==> src/rtl/core/per_host_traffic_counter_table_core_defines.svh <==
// Assertion helpers for the per-host counter table.
// Each expects clk_i and rst_ni in the enclosing module.
`ifndef PER_HOST_TRAFFIC_COUNTER_TABLE_CORE_DEFINES_SVH
`define PER_HOST_TRAFFIC_COUNTER_TABLE_CORE_DEFINES_SVH

// Same-cycle implication.
`define PHTC_ASSERT_IMP(lbl, ante, cons, msg) \
  lbl: assert property (@(posedge clk_i) disable iff (!rst_ni) (ante) |-> (cons)) \
    else $error(msg);

// Next-cycle implication.
`define PHTC_ASSERT_NXT(lbl, ante, cons, msg) \
  lbl: assert property (@(posedge clk_i) disable iff (!rst_ni) (ante) |=> (cons)) \
    else $error(msg);

`endif

==> src/rtl/core/phtc_pkg.sv <==
`default_nettype none
package phtc_pkg;

  localparam int ADDRESS_WIDTH     = 32;
  localparam int PEER_WIDTH        = 8;
  localparam int BYTES_WIDTH       = 32;
  localparam int TABLE_DEPTH_DEF   = 64;
  localparam int COUNTER_WIDTH_DEF = 64;

  typedef enum logic [1:0] {
    OP_ACCUM  = 2'd0,
    OP_REWIND = 2'd1,
    OP_NEXT   = 2'd2,
    OP_CLEAR  = 2'd3
  } op_e;

  typedef enum logic [1:0] {
    ST_OK   = 2'd0,
    ST_FULL = 2'd1,
    ST_END  = 2'd2
  } status_e;

  typedef struct packed {
    logic [ADDRESS_WIDTH-1:0] addr;
    logic [PEER_WIDTH-1:0]    peer;
  } key_t;

  // Memory port strobes from the sequencer.
  typedef struct packed {
    logic key_we;
    logic key_re;
    logic cnt_we;
    logic cnt_re;
  } mem_ctl_t;

endpackage
`default_nettype wire

==> src/rtl/core/phtc_ctrl.sv <==
`default_nettype none
`include "per_host_traffic_counter_table_core_defines.svh"
module phtc_ctrl #(
  parameter int TABLE_DEPTH   = phtc_pkg::TABLE_DEPTH_DEF,
  parameter int COUNTER_WIDTH = phtc_pkg::COUNTER_WIDTH_DEF,
  localparam int IDXW = (TABLE_DEPTH > 1) ? $clog2(TABLE_DEPTH) : 1
) (
  input  wire logic                            clk_i,
  input  wire logic                            rst_ni,
  input  wire logic                            in_valid_i,
  output logic                                 in_ready_o,
  input  wire phtc_pkg::op_e                   op_i,
  input  wire phtc_pkg::key_t                  key_i,
  input  wire logic [phtc_pkg::BYTES_WIDTH-1:0] rx_i,
  input  wire logic [phtc_pkg::BYTES_WIDTH-1:0] tx_i,
  output logic                                 res_valid_o,
  input  wire logic                            res_ready_i,
  output phtc_pkg::status_e                    res_status_o,
  output phtc_pkg::key_t                       res_key_o,
  output logic [COUNTER_WIDTH-1:0]             res_rsum_o,
  output logic [COUNTER_WIDTH-1:0]             res_ssum_o,
  output logic                                 res_created_o,
  output phtc_pkg::mem_ctl_t                   mem_ctl_o,
  output logic [IDXW-1:0]                      key_waddr_o,
  output logic [IDXW-1:0]                      key_raddr_o,
  output phtc_pkg::key_t                       key_wdata_o,
  input  wire phtc_pkg::key_t                  key_rdata_i,
  output logic [IDXW-1:0]                      cnt_waddr_o,
  output logic [IDXW-1:0]                      cnt_raddr_o,
  output logic [2*COUNTER_WIDTH-1:0]           cnt_wdata_o,
  input  wire logic [2*COUNTER_WIDTH-1:0]      cnt_rdata_i
);
  import phtc_pkg::*;

  localparam int CNTW = $clog2(TABLE_DEPTH + 1);
  localparam int CW   = COUNTER_WIDTH;
  localparam int XW   = (CW > BYTES_WIDTH) ? CW : BYTES_WIDTH;

  localparam logic [2:0] S_IDLE   = 3'd0;
  localparam logic [2:0] S_SEARCH = 3'd1;
  localparam logic [2:0] S_ADD    = 3'd2;
  localparam logic [2:0] S_LREAD  = 3'd3;
  localparam logic [2:0] S_CLEAR  = 3'd4;
  localparam logic [2:0] S_OUT    = 3'd5;

  localparam logic [CNTW-1:0] FULL_CNT = CNTW'(TABLE_DEPTH);

  logic [2:0]             state_q, state_d;
  logic [CNTW-1:0]        count_q, count_d;
  logic [CNTW-1:0]        cursor_q, cursor_d;
  logic [CNTW-1:0]        sp_q, sp_d;
  logic                   pend_q, pend_d;
  logic [IDXW-1:0]        pend_slot_q, pend_slot_d;
  logic [IDXW-1:0]        slot_q, slot_d;
  logic                   made_q, made_d;
  logic [CNTW-1:0]        clr_q, clr_d;
  key_t                   key_q, key_d;
  logic [BYTES_WIDTH-1:0] rx_q, rx_d, tx_q, tx_d;

  status_e                rs_status_q, rs_status_d;
  key_t                   rs_key_q, rs_key_d;
  logic [CW-1:0]          rs_rsum_q, rs_rsum_d;
  logic [CW-1:0]          rs_ssum_q, rs_ssum_d;
  logic                   rs_created_q, rs_created_d;

  logic [CNTW-1:0]        sp_m1, count_m1, cursor_m2, clr_p1;
  logic [CW-1:0]          base_r, base_s;
  logic [XW-1:0]          wide_r, wide_s;
  logic                   hit;

  assign sp_m1     = sp_q - CNTW'(1);
  assign count_m1  = count_q - CNTW'(1);
  assign cursor_m2 = cursor_q - CNTW'(2);
  assign clr_p1    = clr_q + CNTW'(1);
  assign hit       = pend_q && (key_rdata_i == key_q);

  // new entries start from zero counters
  assign base_r = made_q ? '0 : cnt_rdata_i[2*CW-1:CW];
  assign base_s = made_q ? '0 : cnt_rdata_i[CW-1:0];
  assign wide_r = XW'(base_r) + XW'(rx_q);
  assign wide_s = XW'(base_s) + XW'(tx_q);

  always_comb begin
    state_d      = state_q;
    count_d      = count_q;
    cursor_d     = cursor_q;
    sp_d         = sp_q;
    pend_d       = 1'b0;
    pend_slot_d  = pend_slot_q;
    slot_d       = slot_q;
    made_d       = made_q;
    clr_d        = clr_q;
    key_d        = key_q;
    rx_d         = rx_q;
    tx_d         = tx_q;
    rs_status_d  = rs_status_q;
    rs_key_d     = rs_key_q;
    rs_rsum_d    = rs_rsum_q;
    rs_ssum_d    = rs_ssum_q;
    rs_created_d = rs_created_q;
    mem_ctl_o    = '0;
    key_waddr_o  = slot_q;
    key_raddr_o  = sp_m1[IDXW-1:0];
    key_wdata_o  = key_q;
    cnt_waddr_o  = slot_q;
    cnt_raddr_o  = pend_slot_q;
    cnt_wdata_o  = {wide_r[CW-1:0], wide_s[CW-1:0]};

    case (state_q)
      S_IDLE: begin
        if (in_valid_i) begin
          key_d        = key_i;
          rx_d         = rx_i;
          tx_d         = tx_i;
          rs_status_d  = ST_OK;
          rs_key_d     = '0;
          rs_rsum_d    = '0;
          rs_ssum_d    = '0;
          rs_created_d = 1'b0;
          case (op_i)
            OP_ACCUM: begin
              sp_d    = count_q;
              state_d = S_SEARCH;
            end
            OP_REWIND: begin
              if (count_q == '0) begin
                cursor_d    = '0;
                rs_status_d = ST_END;
                state_d     = S_OUT;
              end else begin
                cursor_d         = count_q;
                mem_ctl_o.key_re = 1'b1;
                mem_ctl_o.cnt_re = 1'b1;
                key_raddr_o      = count_m1[IDXW-1:0];
                cnt_raddr_o      = count_m1[IDXW-1:0];
                state_d          = S_LREAD;
              end
            end
            OP_NEXT: begin
              if (cursor_q <= CNTW'(1)) begin
                cursor_d    = '0;
                rs_status_d = ST_END;
                state_d     = S_OUT;
              end else begin
                cursor_d         = cursor_q - CNTW'(1);
                mem_ctl_o.key_re = 1'b1;
                mem_ctl_o.cnt_re = 1'b1;
                key_raddr_o      = cursor_m2[IDXW-1:0];
                cnt_raddr_o      = cursor_m2[IDXW-1:0];
                state_d          = S_LREAD;
              end
            end
            OP_CLEAR: begin
              clr_d   = '0;
              state_d = (count_q == '0) ? S_OUT : S_CLEAR;
            end
            default: state_d = S_IDLE;
          endcase
        end
      end

      // newest first; each compare is made in the cycle after its key read
      S_SEARCH: begin
        if (hit) begin
          slot_d           = pend_slot_q;
          made_d           = 1'b0;
          mem_ctl_o.cnt_re = 1'b1;
          state_d          = S_ADD;
        end else if (sp_q != '0) begin
          mem_ctl_o.key_re = 1'b1;
          pend_d           = 1'b1;
          pend_slot_d      = sp_m1[IDXW-1:0];
          sp_d             = sp_m1;
        end else if (count_q == FULL_CNT) begin
          rs_status_d = ST_FULL;
          rs_key_d    = key_q;
          state_d     = S_OUT;
        end else begin
          slot_d  = count_q[IDXW-1:0];
          made_d  = 1'b1;
          state_d = S_ADD;
        end
      end

      S_ADD: begin
        mem_ctl_o.key_we = made_q;
        mem_ctl_o.cnt_we = 1'b1;
        if (made_q) begin
          count_d = count_q + CNTW'(1);
        end
        rs_status_d  = ST_OK;
        rs_key_d     = key_q;
        rs_rsum_d    = wide_r[CW-1:0];
        rs_ssum_d    = wide_s[CW-1:0];
        rs_created_d = made_q;
        state_d      = S_OUT;
      end

      S_LREAD: begin
        rs_status_d = ST_OK;
        rs_key_d    = key_rdata_i;
        rs_rsum_d   = cnt_rdata_i[2*CW-1:CW];
        rs_ssum_d   = cnt_rdata_i[CW-1:0];
        state_d     = S_OUT;
      end

      S_CLEAR: begin
        mem_ctl_o.cnt_we = 1'b1;
        cnt_waddr_o      = clr_q[IDXW-1:0];
        cnt_wdata_o      = '0;
        clr_d            = clr_p1;
        if (clr_p1 == count_q) begin
          state_d = S_OUT;
        end
      end

      S_OUT: begin
        if (res_ready_i) begin
          state_d = S_IDLE;
        end
      end

      default: state_d = S_IDLE;
    endcase
  end

  always_ff @(posedge clk_i or negedge rst_ni) begin
    if (!rst_ni) begin
      state_q  <= S_IDLE;
      count_q  <= '0;
      cursor_q <= '0;
      sp_q     <= '0;
      pend_q   <= 1'b0;
      clr_q    <= '0;
      made_q   <= 1'b0;
    end else begin
      state_q  <= state_d;
      count_q  <= count_d;
      cursor_q <= cursor_d;
      sp_q     <= sp_d;
      pend_q   <= pend_d;
      clr_q    <= clr_d;
      made_q   <= made_d;
    end
  end

  always_ff @(posedge clk_i) begin
    pend_slot_q  <= pend_slot_d;
    slot_q       <= slot_d;
    key_q        <= key_d;
    rx_q         <= rx_d;
    tx_q         <= tx_d;
    rs_status_q  <= rs_status_d;
    rs_key_q     <= rs_key_d;
    rs_rsum_q    <= rs_rsum_d;
    rs_ssum_q    <= rs_ssum_d;
    rs_created_q <= rs_created_d;
  end

  assign in_ready_o    = (state_q == S_IDLE);
  assign res_valid_o   = (state_q == S_OUT);
  assign res_status_o  = rs_status_q;
  assign res_key_o     = rs_key_q;
  assign res_rsum_o    = rs_rsum_q;
  assign res_ssum_o    = rs_ssum_q;
  assign res_created_o = rs_created_q;

  `PHTC_ASSERT_IMP(a_count_max, 1'b1, count_q <= FULL_CNT, "entry count above depth")
  `PHTC_ASSERT_IMP(a_cursor_max, 1'b1, cursor_q <= count_q, "cursor beyond entry count")
  `PHTC_ASSERT_IMP(a_alloc_room, state_q == S_ADD && made_q, count_q < FULL_CNT, "alloc on full")
  `PHTC_ASSERT_NXT(a_out_idle, state_q == S_OUT && res_ready_i, state_q == S_IDLE, "stuck in out")
  `PHTC_ASSERT_IMP(a_clear_range, state_q == S_CLEAR, clr_q < count_q, "clear sweep overran")

endmodule
`default_nettype wire

==> config.mk <==
export PLATFORM = sky130hd
export DESIGN_NAME = phtc_ctrl
export DESIGN_NICKNAME = d
export VERILOG_FILES = /design/src/rtl/core/phtc_pkg.sv /design/src/rtl/core/phtc_ctrl.sv
export VERILOG_INCLUDE_DIRS = /design/src /design/src/rtl/core
export SDC_FILE = /design/constraint.sdc
export NUM_CORES = 1
export LEC_CHECK = 0
export ABC_AREA = 1
export BUFFER_PORTS_ARGS = -buffer_cell sky130_fd_sc_hd__buf_2
export CAP_MARGIN = 25
export CORE_AREA = 4 4 253 255
export CTS_BUF_LIST = sky130_fd_sc_hd__clkbuf_16
export DETAILED_ROUTE_END_ITERATION = 8
export DIE_AREA = 0 0 257 259
export PLACE_DENSITY = 0.62
export SKIP_LAST_GASP = 1
export SLEW_MARGIN = 20
export SYNTH_ARGS = -nofsm -noshare
export SYNTH_HDL_FRONTEND = slang
export SYNTH_SLANG_ARGS = --single-unit
==> constraint.sdc <==
create_clock -name clk_i -period 6.1 [get_ports clk_i]
set_input_delay 0.915 -clock clk_i [delete_from_list [all_inputs] [get_ports clk_i]]
set_output_delay 0.915 -clock clk_i [all_outputs]
set_load 0.005 [all_outputs]
==> results of run 1 <==
[cell type report]
type,instances,share of cell area [%]
Clock inverter,29,1.14
Sequential cell,320,32.5
Tap cell,837,3.60
Antenna cell,3,0.0258
Inverter,602,7.79
Clock buffer,40,3.44
Timing Repair Buffer,660,11.5
Multi-Input combinational cell,2458,40.0
[how the worst min path moves through the flow]
stage,end,start,slack (ns),depth (start not counted)
final,made_q,rst_ni,0.44,1
after floorplan,sp_q[0],sp_q[0],0.44,2
after CTS,key_wdata_o[18],key_i[18],0.45,1
after global routing,key_wdata_o[28],key_i[28],0.44,1
after global placement,sp_q[0],sp_q[0],0.46,2
after detailed placement,sp_q[0],sp_q[0],0.46,2
[power groups by stage]
stage	clock network [mW]	logic, mW	registers (mW)
floorplan	0	1.84	4.00
global placement	0	3.78	3.95
detailed placement	0	3.78	3.96
CTS	2.48	3.80	3.93
global route	2.59	4.11	4.01
finish	2.45	3.78	3.93
[state kept, by name (all words and copies together), names as in the netlist]
register       count
clr_q              7
count_q            7
cursor_q           7
key_waddr_o        6
key_wdata_o       40
made_q             1
pend_q             1
pend_slot_q        6
res_created_o      1
res_key_o         40
res_rsum_o        64
res_ssum_o        64
res_status_o       2
rx_q              32
sp_q               7
state_q            3
tx_q              32
[critical path, stage by stage, from the launching register on]
cell and delay, ns:
dfrtp_4 0.88, buf_4 0.61, nor2_1 0.11, ha_1 0.43
nand2_1 0.13, nor2_1 0.24, nand2_1 0.13, nor3_1 0.37
nand2_1 0.10, nand2_1 0.17, nand2_1 0.12, nand2_1 0.08
nand2_1 0.06, a21oi_1 0.18, buf_2 0.16
[kinds of logic after synthesis]
family | synth area share, %
xor+xnor | 3.49
simple gates | 33.5
fa+ha+maj | 4.25
flops | 40.0
compound gates | 7.91
buf+inv | 10.9
[metrics by stage]
stage               utilization (%)  setup WS (ns)  cells  hold WS (ns)
finish                         47.2          0.731   4949         0.442
detailed placement             45.0           1.40   4877         0.464
floorplan                         -         0.0351   3454         0.442
global route                   47.2          0.373   4948         0.441
CTS                            47.2          0.720   4946         0.445
global placement               45.0           1.37   4876         0.459
[cells in the final DEF (no fill, tap or decap), types with 4 or more instances in the layout]
cell,count
clkinv_2,10
and2_1,5
xor2_1,28
nor3_1,31
buf_4,12
buf_2,647
xnor2_1,66
clkinv_1,7
a21oi_1,107
or2_1,4
inv_1,589
clkbuf_16,40
nand2_1,1194
o21bai_1,14
nand4_1,38
nor2_2,15
bufinv_16,4
a22oi_1,4
a22o_1,19
ha_1,77
nor2_1,456
nand3b_1,16
inv_2,11
o21ai_0,64
nand2_2,5
edfxtp_1,287
o22ai_1,96
nand3_1,193
dfrtp_1,32
[layer usage]
metal,GRT usage (%),wire (um),share of wire [%]
met3,6.87,9230,9.0
met2,48.2,46900,46
met1,39.9,43700,42
met4,7.86,3020,2.9
met5,0,126,0.12
==> impl_metrics.json, run 1 <==
{
  "ys_async_sr_fraction_pct": 10.3,
  "core_um2": 61600,
  "peakVddDrop_uv": 778,
  "gp_congestion": 1.02,
  "r2r_end": "res_ssum_o[62]",
  "ys.flop_type": "edfxtp_1",
  "power.leakage_nw": 15.3,
  "cts_made_buffers": 40,
  "synth_common_cells": "1,195 x nand2_1, 590 x inv_1, 457 x nor2_1",
  "p_int_mw": 6.19,
  "ys_types": 42,
  "cp.arrival_ns": 4.45,
  "drive_above_1_share_pct": 18.6,
  "synth_edf_count": 287,
  "switching_power_mw": 3.97,
  "min_period_ns": 5.37,
  "rows": 91,
  "setup-tns-final_ns": 0,
  "slew_headroom_pct": 34.8,
  "dp_hpwl_um": 84000,
  "drv_slew": 0,
  "h-tree-depth": 2,
  "synth.ff_latch_count": 320,
  "startpoint": "made_q",
  "worstSkewPairLatency_ns": 0.60,
  "cts_setup_buffers": 0,
  "port_buffers": 646,
  "antenna_found_initial": 11,
  "seq_power_share_pct": 38.7,
  "rrSetupSlack_ns": 2.18,
  "ff_latch_area_um2": 9450,
  "final_nets": 4439,
  "critPathRequiredTime_ns": 5.18,
  "holdCritPathClass": "in2async",
  "post_cts_resized": 0,
  "max_freq_mhz": 186,
  "clkSinkCount": 320,
  "wl_per_cell_um": 20.8,
  "rsz0062_at_grt": "false",
  "groute.usage.overall_pct": 29.6,
  "grt_pass1_vias": 23744,
  "fill_cells": 6489,
  "grt_max_degree": 133,
  "p_comb_share_pct": 37.2,
  "vias_per_cell": 5.06,
  "period_share_pct": 88.0,
  "clkPwrFrac_pct": 24.1,
  "critical_path.startpoint_type": "flip-flop",
  "synth.largest_area_cell": "edfxtp_1",
  "clock_skew_ns": 0.0388,
  "grt_pass1_wl_um": 150000,
  "rr_worst_depth": 14,
  "worst_slew_pin_slew_ns": 0.979,
  "synthToLayoutAreaGrowth_pct": 23.1,
  "yosysMostFrequentCell": "nand2_1",
  "drt-total-wl_um": 103000,
  "crit_path_end": "cnt_wdata_o[62]",
  "fin_area_um2": 29100,
  "start_util_pct": 38.3,
  "p_per_area_nw_per_um2": 349,
  "syn-num-nets": 3811,
  "first_iter_violations": 2277,
  "netlist_instances": 3454,
  "clock_path_buffers": 3,
  "yosysSeqAreaShare_pct": 40.0,
  "ant_nets": 0,
  "multiInputGateArea_um2": 11600,
  "avgSynthCellArea_um2": 6.84,
  "io_pins": 647,
  "swShare_pct": 39.1,
  "cp-end-kind": "output pin",
  "grt_overflow": 0,
  "yosys_warnings": 0,
  "drtPass1Iterations": 6,
  "clkTransAtPathRegs_ns": 0.06,
  "final_hold_viol_count": 0,
  "placed_area_um2": 27700,
  "hold_buffers": 0,
  "die_y_um": 259,
  "drc": 0,
  "setup_viol": 0,
  "yosys.area.top_type_share_pct": 36.5,
  "finalPower_mw": 10.2,
  "status": "finished clean",
  "die-area_um2": 66600,
  "num_vias": 25064,
  "tritoncts": "done",
  "root_buffer": "clkbuf_16",
  "maxCapViolCount": 0,
  "syn_area_um2": 23600,
  "r2r_start": "made_q",
  "criticalPathCategory": "reg2out",
  "critPathMaxFanout": 57,
  "die_width_um": 257,
  "synthTopCellsByArea": "edfxtp_1 36%, nand2_1 19%, inv_1 9.4%"
}
Note: power is estimated with default switching activity, not from simulation.
==> run 2: changes to the inputs <==
--- a/config.mk
+++ b/config.mk
@@ -14,6 +14,7 @@
 export DETAILED_ROUTE_END_ITERATION = 8
 export DIE_AREA = 0 0 257 259
 export PLACE_DENSITY = 0.62
+export REMOVE_ABC_BUFFERS = 1
 export SKIP_LAST_GASP = 1
 export SLEW_MARGIN = 20
 export SYNTH_ARGS = -nofsm -noshare
==> impl_metrics.json, run 2 (synthesis gave the netlist of run 1 again) <==
{
  "status": "finished clean",
  "vias_per_cell": 5.05,
  "hold_buffers": 0,
  "met1_length_um": 42000,
  "dr_wl_met3_um": 7410,
  "clkPwrFrac_pct": 23.3,
  "swShare_pct": 39.3,
  "drive_above_1_share_pct": 18.6,
  "rrSetupSlack_ns": 2.31,
  "wl_per_cell_um": 20.5,
  "dp_slack_ns": 1.71,
  "drtPass1Iterations": 8,
  "p_int_mw": 6.17,
  "layout_common_cells": "1,194 x nand2_1, 646 x buf_2, 595 x inv_1",
  "post_cts_resized": 0,
  "groute.usage.overall_pct": 29.2,
  "grt_pass1_wl_um": 149000,
  "first_iter_violations": 2160,
  "port_buffers": 646,
  "holdCritPathClass": "in2async",
  "grt_pass1_vias": 23982,
  "die_width_um": 257,
  "wl_met2_um": 48300,
  "drc": 0,
  "num_vias": 25027,
  "setup_viol": 0,
  "clock_path_buffers": 3,
  "ant_nets": 0,
  "final_hold_viol_count": 0,
  "min_period_ns": 4.97,
  "critical_path.startpoint_type": "flip-flop",
  "p_comb_share_pct": 38.2,
  "rows": 91,
  "maxCapViolCount": 0,
  "root_buffer": "clkbuf_16",
  "clkTransAtPathRegs_ns": 0.06,
  "drv_slew": 0,
  "cts_made_buffers": 38,
  "final_common_cell": "nand2_1",
  "clock_skew_ns": 0.0258,
  "rr_worst_depth": 13,
  "r2r_start": "made_q",
  "max_freq_mhz": 201,
  "core_um2": 61600,
  "grt_max_degree": 81,
  "cp-end-kind": "output pin",
  "die_y_um": 259,
  "critPathMaxFanout": 39,
  "peakVddDrop_uv": 252,
  "tritoncts": "done",
  "slew_headroom_pct": 32.2,
  "gp_congestion": 1.00,
  "dp_hpwl_um": 82700,
  "clkSinkCount": 320,
  "postLayoutCoreUtil_pct": 47.2,
  "fill_cells": 6430,
  "cts_setup_buffers": 0,
  "cp.arrival_ns": 4.05,
  "rsz0062_at_grt": "false",
  "final_nets": 4440,
  "top_layer": "met5",
  "seq_power_share_pct": 38.4,
  "p_per_area_nw_per_um2": 350,
  "criticalPathCategory": "reg2out",
  "place_inst": 4880,
  "final_cells": 4958,
  "synthToLayoutAreaGrowth_pct": 23.0,
  "start_util_pct": 38.3,
  "switching_power_mw": 4.00,
  "period_share_pct": 81.5,
  "grt_overflow": 0,
  "io_pins": 647,
  "whs_ns": 0.448,
  "power.leakage_nw": 15.3,
  "r2r_end": "res_rsum_o[33]",
  "worstSkewPairLatency_ns": 0.58,
  "drt-total-wl_um": 102000,
  "setup_ws_ns": 1.13,
  "h-tree-depth": 2,
  "antenna_found_initial": 13,
  "critPathRequiredTime_ns": 5.18,
  "worst_slew_pin_slew_ns": 1.02,
  "die-area_um2": 66600
}
==> run 2: changes by cell type in the layout (fill, tap and decap cells not counted), sizes merged <==
cell	previous run	this run
clkinv	22	16
diode	3	8
inv	602	610
buf	660	663
clkinvlp	3	2
==> run 2: how the worst max path moves through the flow <==
stage / depth (start not counted) / end / slack [ns] / startpoint
global placement: 14 / cnt_wdata_o[116] / 1.75 / made_q
finish: 13 / cnt_wdata_o[110] / 1.13 / made_q
detailed placement: 17 / cnt_wdata_o[52] / 1.71 / made_q
CTS: 17 / cnt_wdata_o[52] / 1.06 / made_q
floorplan: 3 / res_key_o[0] / -2.14 / state_q[2]
global route: 20 / cnt_wdata_o[124] / 0.80 / made_q
==> run 2: area by class of cell <==
class,instances,area (um2),share of cell area (%)
multi-input cells,2458,11600,40.1
flip-flops and latches,320,9450,32.5
repair buffers,663,3360,11.6
inverters,602,2270,7.80
well taps,837,1050,3.61
clock buffers,40,1000,3.45
clock inverters,30,270,0.930
diodes,8,20.0,0.0689
==> run 2: critical path: stages (launching register included) <==
cell and delay [ns]:
dfrtp_4 0.67, inv_2 0.56, buf_4 0.35, nand2_1 0.19
inv_1 0.14, nand4_1 0.18, nor2_1 0.34, nand2_1 0.13
inv_1 0.17, nand3_1 0.21, nand3_1 0.13, nand2_1 0.07
a21oi_1 0.12, buf_2 0.16
==> run 2: power by group through the flow <==
stage | combinational, mW | clock (mW) | sequential (mW)
2_1_floorplan | 1.81 | 0 | 4.02
3_3_place_gp | 3.88 | 0 | 3.93
3_5_place_dp | 3.89 | 0 | 3.94
4_1_cts | 3.90 | 2.43 | 3.90
5_1_grt | 4.22 | 2.52 | 3.98
6_report | 3.89 | 2.37 | 3.90
==> run 2: per-stage QoR <==
step	TNS, ns	power (mW)	cell area (um2)
after floorplan	-201.46	5.82	23300
after global placement	0	7.81	27800
after detailed placement	0	7.83	27800
after CTS	0	10.2	29000
after global routing	0	10.7	29000
final	0	10.2	29000
==> run 2: routing by layer <==
layer | track usage, % | vias up
met5 | 0 | -
met4 | 10.3 | 4
met3 | 4.62 | 190
met2 | 49.6 | 1115
met1 | 38.0 | 11511
li1 | - | 12207
